<file path="src/rtl/iirf_pkg.sv">
`default_nettype none

package iirf_pkg;

  // Widths fixed by the sample, coefficient and result formats.
  localparam int unsigned SAMPLE_W = 16;
  localparam int unsigned COEF_W   = 16;
  localparam int unsigned DATA_W   = 32;
  localparam int unsigned PROD_W   = COEF_W + DATA_W;
  // Up to five products of at most 2^46 magnitude plus the sample fit in 52 bits.
  localparam int unsigned ACC_W    = PROD_W + 4;

  localparam int unsigned TAP_NUM  = 4;
  localparam int unsigned TAP_W    = $clog2(TAP_NUM);
  localparam logic [TAP_W-1:0] TAP_LAST = TAP_W'(TAP_NUM - 1);

  // Configuration register indexes.
  localparam int unsigned CFG_IDX_W = 3;
  localparam logic [CFG_IDX_W-1:0] REG_FB_BASE = 3'd0;
  localparam logic [CFG_IDX_W-1:0] REG_FF_BASE = 3'd4;

  // Feedforward coefficient applied to the new intermediate value.
  localparam logic signed [COEF_W-1:0] FF_COEFF_ZERO = 16'sd1;

  typedef enum logic [2:0] {
    ST_IDLE,
    ST_MUL,
    ST_ACC_LAST,
    ST_SAT_W,
    ST_MUL_W,
    ST_ADD_W,
    ST_DONE
  } iirf_state_e;

  typedef struct packed {
    logic             load;
    logic             mul;
    logic             acc;
    logic             sat_w;
    logic             mul_w;
    logic             add_w;
    logic             finish;
    logic [TAP_W-1:0] tap;
  } iirf_cmd_t;

  typedef struct packed {
    logic out_free;
  } iirf_sts_t;

  // Clamps a wide signed sum to the signed 32-bit range.
  function automatic logic signed [DATA_W-1:0] sat32(input logic signed [ACC_W-1:0] a);
    logic all_one;
    logic all_zero;
    all_one  = &a[ACC_W-1:DATA_W-1];
    all_zero = ~|a[ACC_W-1:DATA_W-1];
    if (all_one || all_zero) begin
      sat32 = a[DATA_W-1:0];
    end else if (a[ACC_W-1]) begin
      sat32 = {1'b1, {(DATA_W-1){1'b0}}};
    end else begin
      sat32 = {1'b0, {(DATA_W-1){1'b1}}};
    end
  endfunction

  function automatic logic signed [ACC_W-1:0] ext_prod(input logic signed [PROD_W-1:0] p);
    ext_prod = {{(ACC_W-PROD_W){p[PROD_W-1]}}, p};
  endfunction

endpackage

`default_nettype wire

</file>
<file path="src/rtl/iir_fourth_order_filter_top.sv">
`default_nettype none

// Fourth-order direct form II IIR filter for signed 16-bit samples. Each
// transaction on the slave stream carries one sample x; the block forms
// w = x + b1*w1 + b2*w2 + b3*w3 + b4*w4, saturates it to signed 32 bits, then
// forms y = a0*w + a1*w1 + ... + a4*w4, saturates y to signed 32 bits and
// sends it as one transaction on the master stream. The same saturated w is
// then pushed onto the four-entry delay line. Coefficients b1..b4 live at
// register indexes 0..3 and a1..a4 at indexes 4..7; they reset to zero and
// should only be written while no sample is in flight. One sample is worked
// on at a time: the next sample can be accepted only after the four delay
// taps have gone one per cycle through a shared pair of 16x32 multipliers,
// followed by the saturation of w, the a0 product, its accumulation and the
// output load. A result waiting in the output register does not block the
// next sample; the block only stalls at the output load if that register
// is still full.
module iir_fourth_order_filter_top
  import iirf_pkg::*;
(
  input  wire logic                   clk_i,
  input  wire logic                   rst_ni,
  // Configuration write port.
  input  wire logic                   cfg_we_i,
  input  wire logic [CFG_IDX_W-1:0]   cfg_idx_i,
  input  wire logic [COEF_W-1:0]      cfg_wdata_i,
  // Input stream.
  input  wire logic                   s_axis_tvalid,
  output logic                        s_axis_tready,
  input  wire logic [SAMPLE_W-1:0]    s_axis_tdata,   // [15:0] sample_in
  // Output stream.
  output logic                        m_axis_tvalid,
  input  wire logic                   m_axis_tready,
  output logic [DATA_W-1:0]           m_axis_tdata    // [31:0] sample_out
);

  iirf_cmd_t cmd;
  iirf_sts_t sts;
  logic signed [DATA_W-1:0] sample_out;

  // The controller sequences the taps and the saturation steps.
  iirf_ctrl u_ctrl (
    .clk_i      (clk_i),
    .rst_ni     (rst_ni),
    .in_valid_i (s_axis_tvalid),
    .in_ready_o (s_axis_tready),
    .sts_i      (sts),
    .cmd_o      (cmd)
  );

  // The datapath holds coefficients, delay line, multipliers, accumulators
  // and the output register.
  iirf_datapath u_datapath (
    .clk_i        (clk_i),
    .rst_ni       (rst_ni),
    .cfg_we_i     (cfg_we_i),
    .cfg_idx_i    (cfg_idx_i),
    .cfg_wdata_i  (cfg_wdata_i),
    .sample_in_i  (signed'(s_axis_tdata)),
    .cmd_i        (cmd),
    .sts_o        (sts),
    .out_ready_i  (m_axis_tready),
    .out_valid_o  (m_axis_tvalid),
    .sample_out_o (sample_out)
  );

  assign m_axis_tdata = unsigned'(sample_out);

endmodule

`default_nettype wire

</file>
<file path="src/rtl/iirf_ctrl.sv">
`default_nettype none

module iirf_ctrl
  import iirf_pkg::*;
(
  input  wire logic      clk_i,
  input  wire logic      rst_ni,
  input  wire logic      in_valid_i,
  output logic           in_ready_o,
  input  iirf_sts_t      sts_i,
  output iirf_cmd_t      cmd_o
);

  iirf_state_e      state_q, state_d;
  logic [TAP_W-1:0] cnt_q, cnt_d;

  always_ff @(posedge clk_i or negedge rst_ni) begin
    if (!rst_ni) begin
      state_q <= ST_IDLE;
      cnt_q   <= '0;
    end else begin
      state_q <= state_d;
      cnt_q   <= cnt_d;
    end
  end

  // Next state.
  always_comb begin
    state_d = state_q;
    cnt_d   = cnt_q;
    unique case (state_q)
      ST_IDLE: begin
        cnt_d = '0;
        if (in_valid_i) begin
          state_d = ST_MUL;
        end
      end
      ST_MUL: begin
        cnt_d = cnt_q + 1'b1;
        if (cnt_q == TAP_LAST) begin
          state_d = ST_ACC_LAST;
        end
      end
      ST_ACC_LAST: state_d = ST_SAT_W;
      ST_SAT_W:    state_d = ST_MUL_W;
      ST_MUL_W:    state_d = ST_ADD_W;
      ST_ADD_W:    state_d = ST_DONE;
      ST_DONE: begin
        if (sts_i.out_free) begin
          state_d = ST_IDLE;
        end
      end
      default:     state_d = ST_IDLE;
    endcase
  end

  // Outputs.
  always_comb begin
    cmd_o      = '0;
    cmd_o.tap  = cnt_q;
    in_ready_o = 1'b0;
    unique case (state_q)
      ST_IDLE: begin
        in_ready_o = 1'b1;
        cmd_o.load = in_valid_i;
      end
      ST_MUL: begin
        cmd_o.mul = 1'b1;
        cmd_o.acc = (cnt_q != '0);
      end
      ST_ACC_LAST: cmd_o.acc    = 1'b1;
      ST_SAT_W:    cmd_o.sat_w  = 1'b1;
      ST_MUL_W:    cmd_o.mul_w  = 1'b1;
      ST_ADD_W:    cmd_o.add_w  = 1'b1;
      ST_DONE:     cmd_o.finish = sts_i.out_free;
      default:     cmd_o        = '0;
    endcase
  end

endmodule

`default_nettype wire

</file>
<file path="src/rtl/iirf_datapath.sv">
`default_nettype none

module iirf_datapath
  import iirf_pkg::*;
(
  input  wire logic                        clk_i,
  input  wire logic                        rst_ni,
  input  wire logic                        cfg_we_i,
  input  wire logic [CFG_IDX_W-1:0]        cfg_idx_i,
  input  wire logic [COEF_W-1:0]           cfg_wdata_i,
  input  wire logic signed [SAMPLE_W-1:0]  sample_in_i,
  input  iirf_cmd_t                        cmd_i,
  output iirf_sts_t                        sts_o,
  input  wire logic                        out_ready_i,
  output logic                             out_valid_o,
  output logic signed [DATA_W-1:0]         sample_out_o
);

  logic signed [COEF_W-1:0] fb_q [TAP_NUM];
  logic signed [COEF_W-1:0] ff_q [TAP_NUM];
  logic signed [DATA_W-1:0] dly_q [TAP_NUM];

  logic signed [PROD_W-1:0] prod_fb_q, prod_ff_q;
  logic signed [ACC_W-1:0]  acc_w_q, acc_y_q;
  logic signed [DATA_W-1:0] w_q;
  logic signed [DATA_W-1:0] out_data_q;
  logic                     out_valid_q;

  logic signed [DATA_W-1:0] tap_val;
  logic                     cfg_is_fb;

  assign tap_val   = dly_q[cmd_i.tap];
  assign cfg_is_fb = (cfg_idx_i < REG_FF_BASE);

  // Coefficient registers.
  always_ff @(posedge clk_i or negedge rst_ni) begin
    if (!rst_ni) begin
      for (int i = 0; i < TAP_NUM; i++) begin
        fb_q[i] <= '0;
        ff_q[i] <= '0;
      end
    end else if (cfg_we_i) begin
      if (cfg_is_fb) begin
        fb_q[cfg_idx_i[TAP_W-1:0] - REG_FB_BASE[TAP_W-1:0]] <= cfg_wdata_i;
      end else begin
        ff_q[cfg_idx_i[TAP_W-1:0] - REG_FF_BASE[TAP_W-1:0]] <= cfg_wdata_i;
      end
    end
  end

  // Delay line: shifts once per sample, newest value at the front.
  always_ff @(posedge clk_i or negedge rst_ni) begin
    if (!rst_ni) begin
      for (int i = 0; i < TAP_NUM; i++) begin
        dly_q[i] <= '0;
      end
    end else if (cmd_i.finish) begin
      for (int i = TAP_NUM - 1; i > 0; i--) begin
        dly_q[i] <= dly_q[i-1];
      end
      dly_q[0] <= w_q;
    end
  end

  // Product registers and accumulators.
  always_ff @(posedge clk_i) begin
    if (cmd_i.mul) begin
      prod_fb_q <= PROD_W'(fb_q[cmd_i.tap] * tap_val);
      prod_ff_q <= PROD_W'(ff_q[cmd_i.tap] * tap_val);
    end else if (cmd_i.mul_w) begin
      prod_ff_q <= PROD_W'(FF_COEFF_ZERO * w_q);
    end

    if (cmd_i.load) begin
      acc_w_q <= {{(ACC_W-SAMPLE_W){sample_in_i[SAMPLE_W-1]}}, sample_in_i};
      acc_y_q <= '0;
    end else if (cmd_i.acc) begin
      acc_w_q <= acc_w_q + ext_prod(prod_fb_q);
      acc_y_q <= acc_y_q + ext_prod(prod_ff_q);
    end else if (cmd_i.add_w) begin
      acc_y_q <= acc_y_q + ext_prod(prod_ff_q);
    end

    if (cmd_i.sat_w) begin
      w_q <= sat32(acc_w_q);
    end

    if (cmd_i.finish) begin
      out_data_q <= sat32(acc_y_q);
    end
  end

  // Output register valid flag.
  always_ff @(posedge clk_i or negedge rst_ni) begin
    if (!rst_ni) begin
      out_valid_q <= 1'b0;
    end else if (cmd_i.finish) begin
      out_valid_q <= 1'b1;
    end else if (out_ready_i) begin
      out_valid_q <= 1'b0;
    end
  end

  assign sts_o.out_free = !out_valid_q || out_ready_i;
  assign out_valid_o    = out_valid_q;
  assign sample_out_o   = out_data_q;

endmodule

`default_nettype wire
</file>
<file path="config.mk">
export PLATFORM = sky130hd
export DESIGN_NAME = iir_fourth_order_filter_top
export DESIGN_NICKNAME = d
export VERILOG_FILES = /design/src/rtl/iirf_pkg.sv /design/src/rtl/iir_fourth_order_filter_top.sv /design/src/rtl/iirf_ctrl.sv /design/src/rtl/iirf_datapath.sv
export SDC_FILE = /design/constraint.sdc
export NUM_CORES = 2
export LEC_CHECK = 0
export BUFFER_PORTS_ARGS = -buffer_cell sky130_fd_sc_hd__buf_2
export CELL_PAD_IN_SITES_DETAIL_PLACEMENT = 2
export CELL_PAD_IN_SITES_GLOBAL_PLACEMENT = 2
export CORE_MARGIN = 1.5
export CORE_UTILIZATION = 45
export CTS_BUF_LIST = sky130_fd_sc_hd__clkbuf_8 sky130_fd_sc_hd__clkbuf_16
export CTS_CLUSTER_DIAMETER = 100
export CTS_CLUSTER_SIZE = 10
export DETAILED_ROUTE_END_ITERATION = 16
export PLACE_DENSITY = 0.82
export SLEW_MARGIN = 0
export SYNTH_ARGS = -nofsm -noshare
export SYNTH_HDL_FRONTEND = slang
export SYNTH_SLANG_ARGS = --single-unit
</file>
<file path="constraint.sdc">
create_clock -name clk_i -period 18.4 [get_ports clk_i]
set_input_delay 2.76 -clock clk_i [delete_from_list [all_inputs] [get_ports clk_i]]
set_output_delay 2.76 -clock clk_i [all_outputs]
set_load 0.1 [all_outputs]
</file>
==> flow_summary_export.csv <==
group,metric,value,unit
run_status,status,"finished with violations",
run_status,violations,"capacitance limit",
synth,synth_ff_type,"dfrtp_1",
clocking,numCtsBuffers,61,
synth,syn_area_per_cell,9.56,µm²
grt,grt_max_degree,77,
synth,async_reset_ff_frac,0.498,
sta,timing.slew.headroom,0.0134,
sta,tns,0,ps
finish,nets,7734,
floorplan,dieArea,0.139,mm²
synth,synth_area_leaders,"fa_1 32%, dfrtp_1 11%, edfxtp_1 10%",
clocking,clock_latency,730,ps
synth,syn_inst,6457,
clocking,clock-root-buffer,"clkbuf_16",
sta,finalMaxSlewViolations,0,
synth,synth-edff-count,212,
sta,fin_worst_skew,63.5,ps
setup_path,arrival,11640,ps
routing,drc,0,
floorplan,fp.coreArea,0.136,mm²
setup_path,r2r_setup_slack,7220,ps
min_path,holdCritPathClass,"reg2reg",
run,cap_violations,1,
floorplan,ios,74,
setup_path,critPathMaxFanout,40,
finish,syn2layout_area_growth,7.05,%
placement,dp_hpwl,187000,µm
placement,portBuffers,73,
synth,ys_ff_latch,526,
setup_path,critical_path.endpoint_type,"register",
routing,detail_route.iter0.violations,3612,
sta,layout_min_cycle_time,11180,ps
sta,worst_slew_pin_slew,1460,ps
sta,grt_setup_unrepaired,"no",
synth,yosysTopAreaCell,"fa_1",
grt,antenna_found_initial,26,
routing,drt_wl_total,250000,µm
clocking,cts.reportedPaths.clkPinSlew,60,ps
synth,syn-num-nets,7803,
routing,wl_per_cell,30.4,µm
finish,stdcell_area,0.0661,mm²
routing,vias,49000,
grt,grtUsageTotal,0.360,
synth,syn_area,0.0618,mm²
sta,max_freq,89.4,MHz
grt,grt_pass1_vias,58200,
floorplan,start_util,0.455,
placement,placement.cell_area,0.0643,mm²
floorplan,die_h,373,µm
floorplan,rows,135,
grt,grt_pass1_wl,374000,µm
routing,postRouteAntennaNets,0,
clocking,cts_num_sinks,526,
routing,first_pass_iters,6,
synth,synth_cell_types,88,
synth,yosys_warnings,0,
clocking,post_cts.repair.setup_buffers,0,
finish,drive_above_1_share,0.0963,
grt,grt_overflow,0,
clocking,clk_path_buf_depth,3,
clocking,cts_hold_buffers,0,
sta,final-setup-viol-count,0,
synth,ys_seq_area_frac,0.226,
setup_path,crit_type,"reg2reg",
setup_path,required,18860,ps
sta,fin_crit_sh,0.608,
clocking,cts_tree,"yes",
floorplan,die_w,373,µm
clocking,htreeDepth,2,
routing,drt-vias-per-instance,5.96,
placement,gp_congestion,0.891,
clocking,ctsResizeCount,0,
sta,hold_violations,0,
setup_path,worstSetupStartpointType,"register",
synth,yosys.area.top_type_share,0.316,
## area by class of cell
| cell class | instances | area (µm²) |
|---|---|---|
| well taps | 1781 | 2230 |
| inverters | 1191 | 4470 |
| multi-input cells | 4426 | 42400 |
| flip-flops and latches | 526 | 14000 |
| repair buffers | 182 | 1190 |
| diodes | 7 | 17.5 |
| clock buffers | 62 | 1540 |
| fillers | 14200 | 69700 |
| clock inverters | 40 | 248 |
## state kept, by name, indices dropped and copies added, names as in the netlist
signal	cells
u_datapath.dly_q	128
u_datapath.fb_q	64
u_datapath.ff_q	64
u_datapath.acc_w_q	52
u_datapath.acc_y_q	52
u_datapath.prod_fb_q	48
u_datapath.prod_ff_q	48
u_datapath.sample_out_o	32
u_datapath.w_q	32
u_ctrl.state_q	3
u_ctrl.cnt_q	2
u_datapath.out_valid_o	1
## final timing paths
kind | from | endpoint | cells after the start
setup reg to reg | u_ctrl.state_q[1]$_DFFE_PN0P_ | u_datapath.prod_ff_q[47]$_DFFE_PP_ | 27
hold reg to reg | u_datapath.w_q[26]$_DFFE_PP_ | u_datapath.dly_q[122]$_DFFE_PN0P_ | 1
min in group asynchronous | rst_ni | u_datapath.dly_q[98]$_DFFE_PN0P_ | 1
max in group asynchronous | rst_ni | u_datapath.fb_q[4]$_DFFE_PN0P_ | 3
setup / recovery | u_ctrl.state_q[1]$_DFFE_PN0P_ | u_datapath.prod_ff_q[47]$_DFFE_PP_ | 27
hold / removal | u_datapath.w_q[26]$_DFFE_PP_ | u_datapath.dly_q[122]$_DFFE_PN0P_ | 1
## worst max-delay path, stage by stage, from the launching register on
cell       delay (ps)
dfrtp_1           550
nand3_1           350
and2_4            540
buf_4             630
buf_4             660
o21a_1           1050
nor2_1            210
fa_1              610
inv_1              80
fa_1              420
fa_1              550
inv_1              60
fa_1              530
fa_1              520
inv_1              60
fa_1              510
inv_1              60
ha_1              360
a21oi_2           220
a21boi_0          120
o21a_1            220
o211ai_1          230
o22ai_2           190
a222oi_1          960
o21ai_1           350
a2111oi_2         510
or3_1             180
nand2_1            50
## logic make-up (layout without fill, tap and decap cells)
logic type,after synthesis,count (layout),synth area share
AOI/OAI and AO/OA,986,986,0.105
xor gates and xnor gates,174,174,0.0247
and+or+nand+nor,1636,1636,0.111
buffers and inverters,1505,1475,0.0923
other,0,7,0
DFF,526,526,0.226
muxes,324,324,0.0578
adders and majority gates,1306,1306,0.383
## layer usage
metal  track usage  share of wire  wire length (µm)
met5             0        0.00021                53
met4         0.229          0.074             18400
met3        0.0629          0.062             15400
met2         0.624           0.50            124000
met1         0.412           0.37             92100
## placed cells by master (no fill, tap or decap), types with 58 or more instances in the layout
cell type     n
nand2_1     815
clkbuf_16    61
a21o_1      172
o21ai_0     157
a22oi_1      58
o21a_1       90
fa_1        974
mux2i_1      63
dfrtp_1     262
buf_2        72
edfxtp_1    212
xnor2_1     115
nor2_1      511
ha_1        332
buf_4       109
inv_1      1220
mux2_2      261
xor2_1       59
a21oi_1     216
## per-stage QoR
step	hold WS, ps	instances	utilization	worst slack [ps]
floorplan	450	6457	-	10590
global placement	469	8106	0.473	8070
detailed placement	488	8106	0.473	7720
CTS	470	8208	0.487	7470
global route	491	8208	0.487	7010
finish	485	8215	0.487	7220
## synthesized netlist by cell type, types with 172 or more instances
cell,number
a21o_1,172
a21oi_1,220
clkbuf_1,274
dfrtp_1,262
edfxtp_1,212
fa_1,974
ha_1,332
inv_1,1190
mux2_2,261
nand2_1,816
nor2_1,515
o21ai_0,172
Power is left out: the tool's default activity adds up to more than one toggle a clock period on the data nets, which glitch-free logic cannot reach.
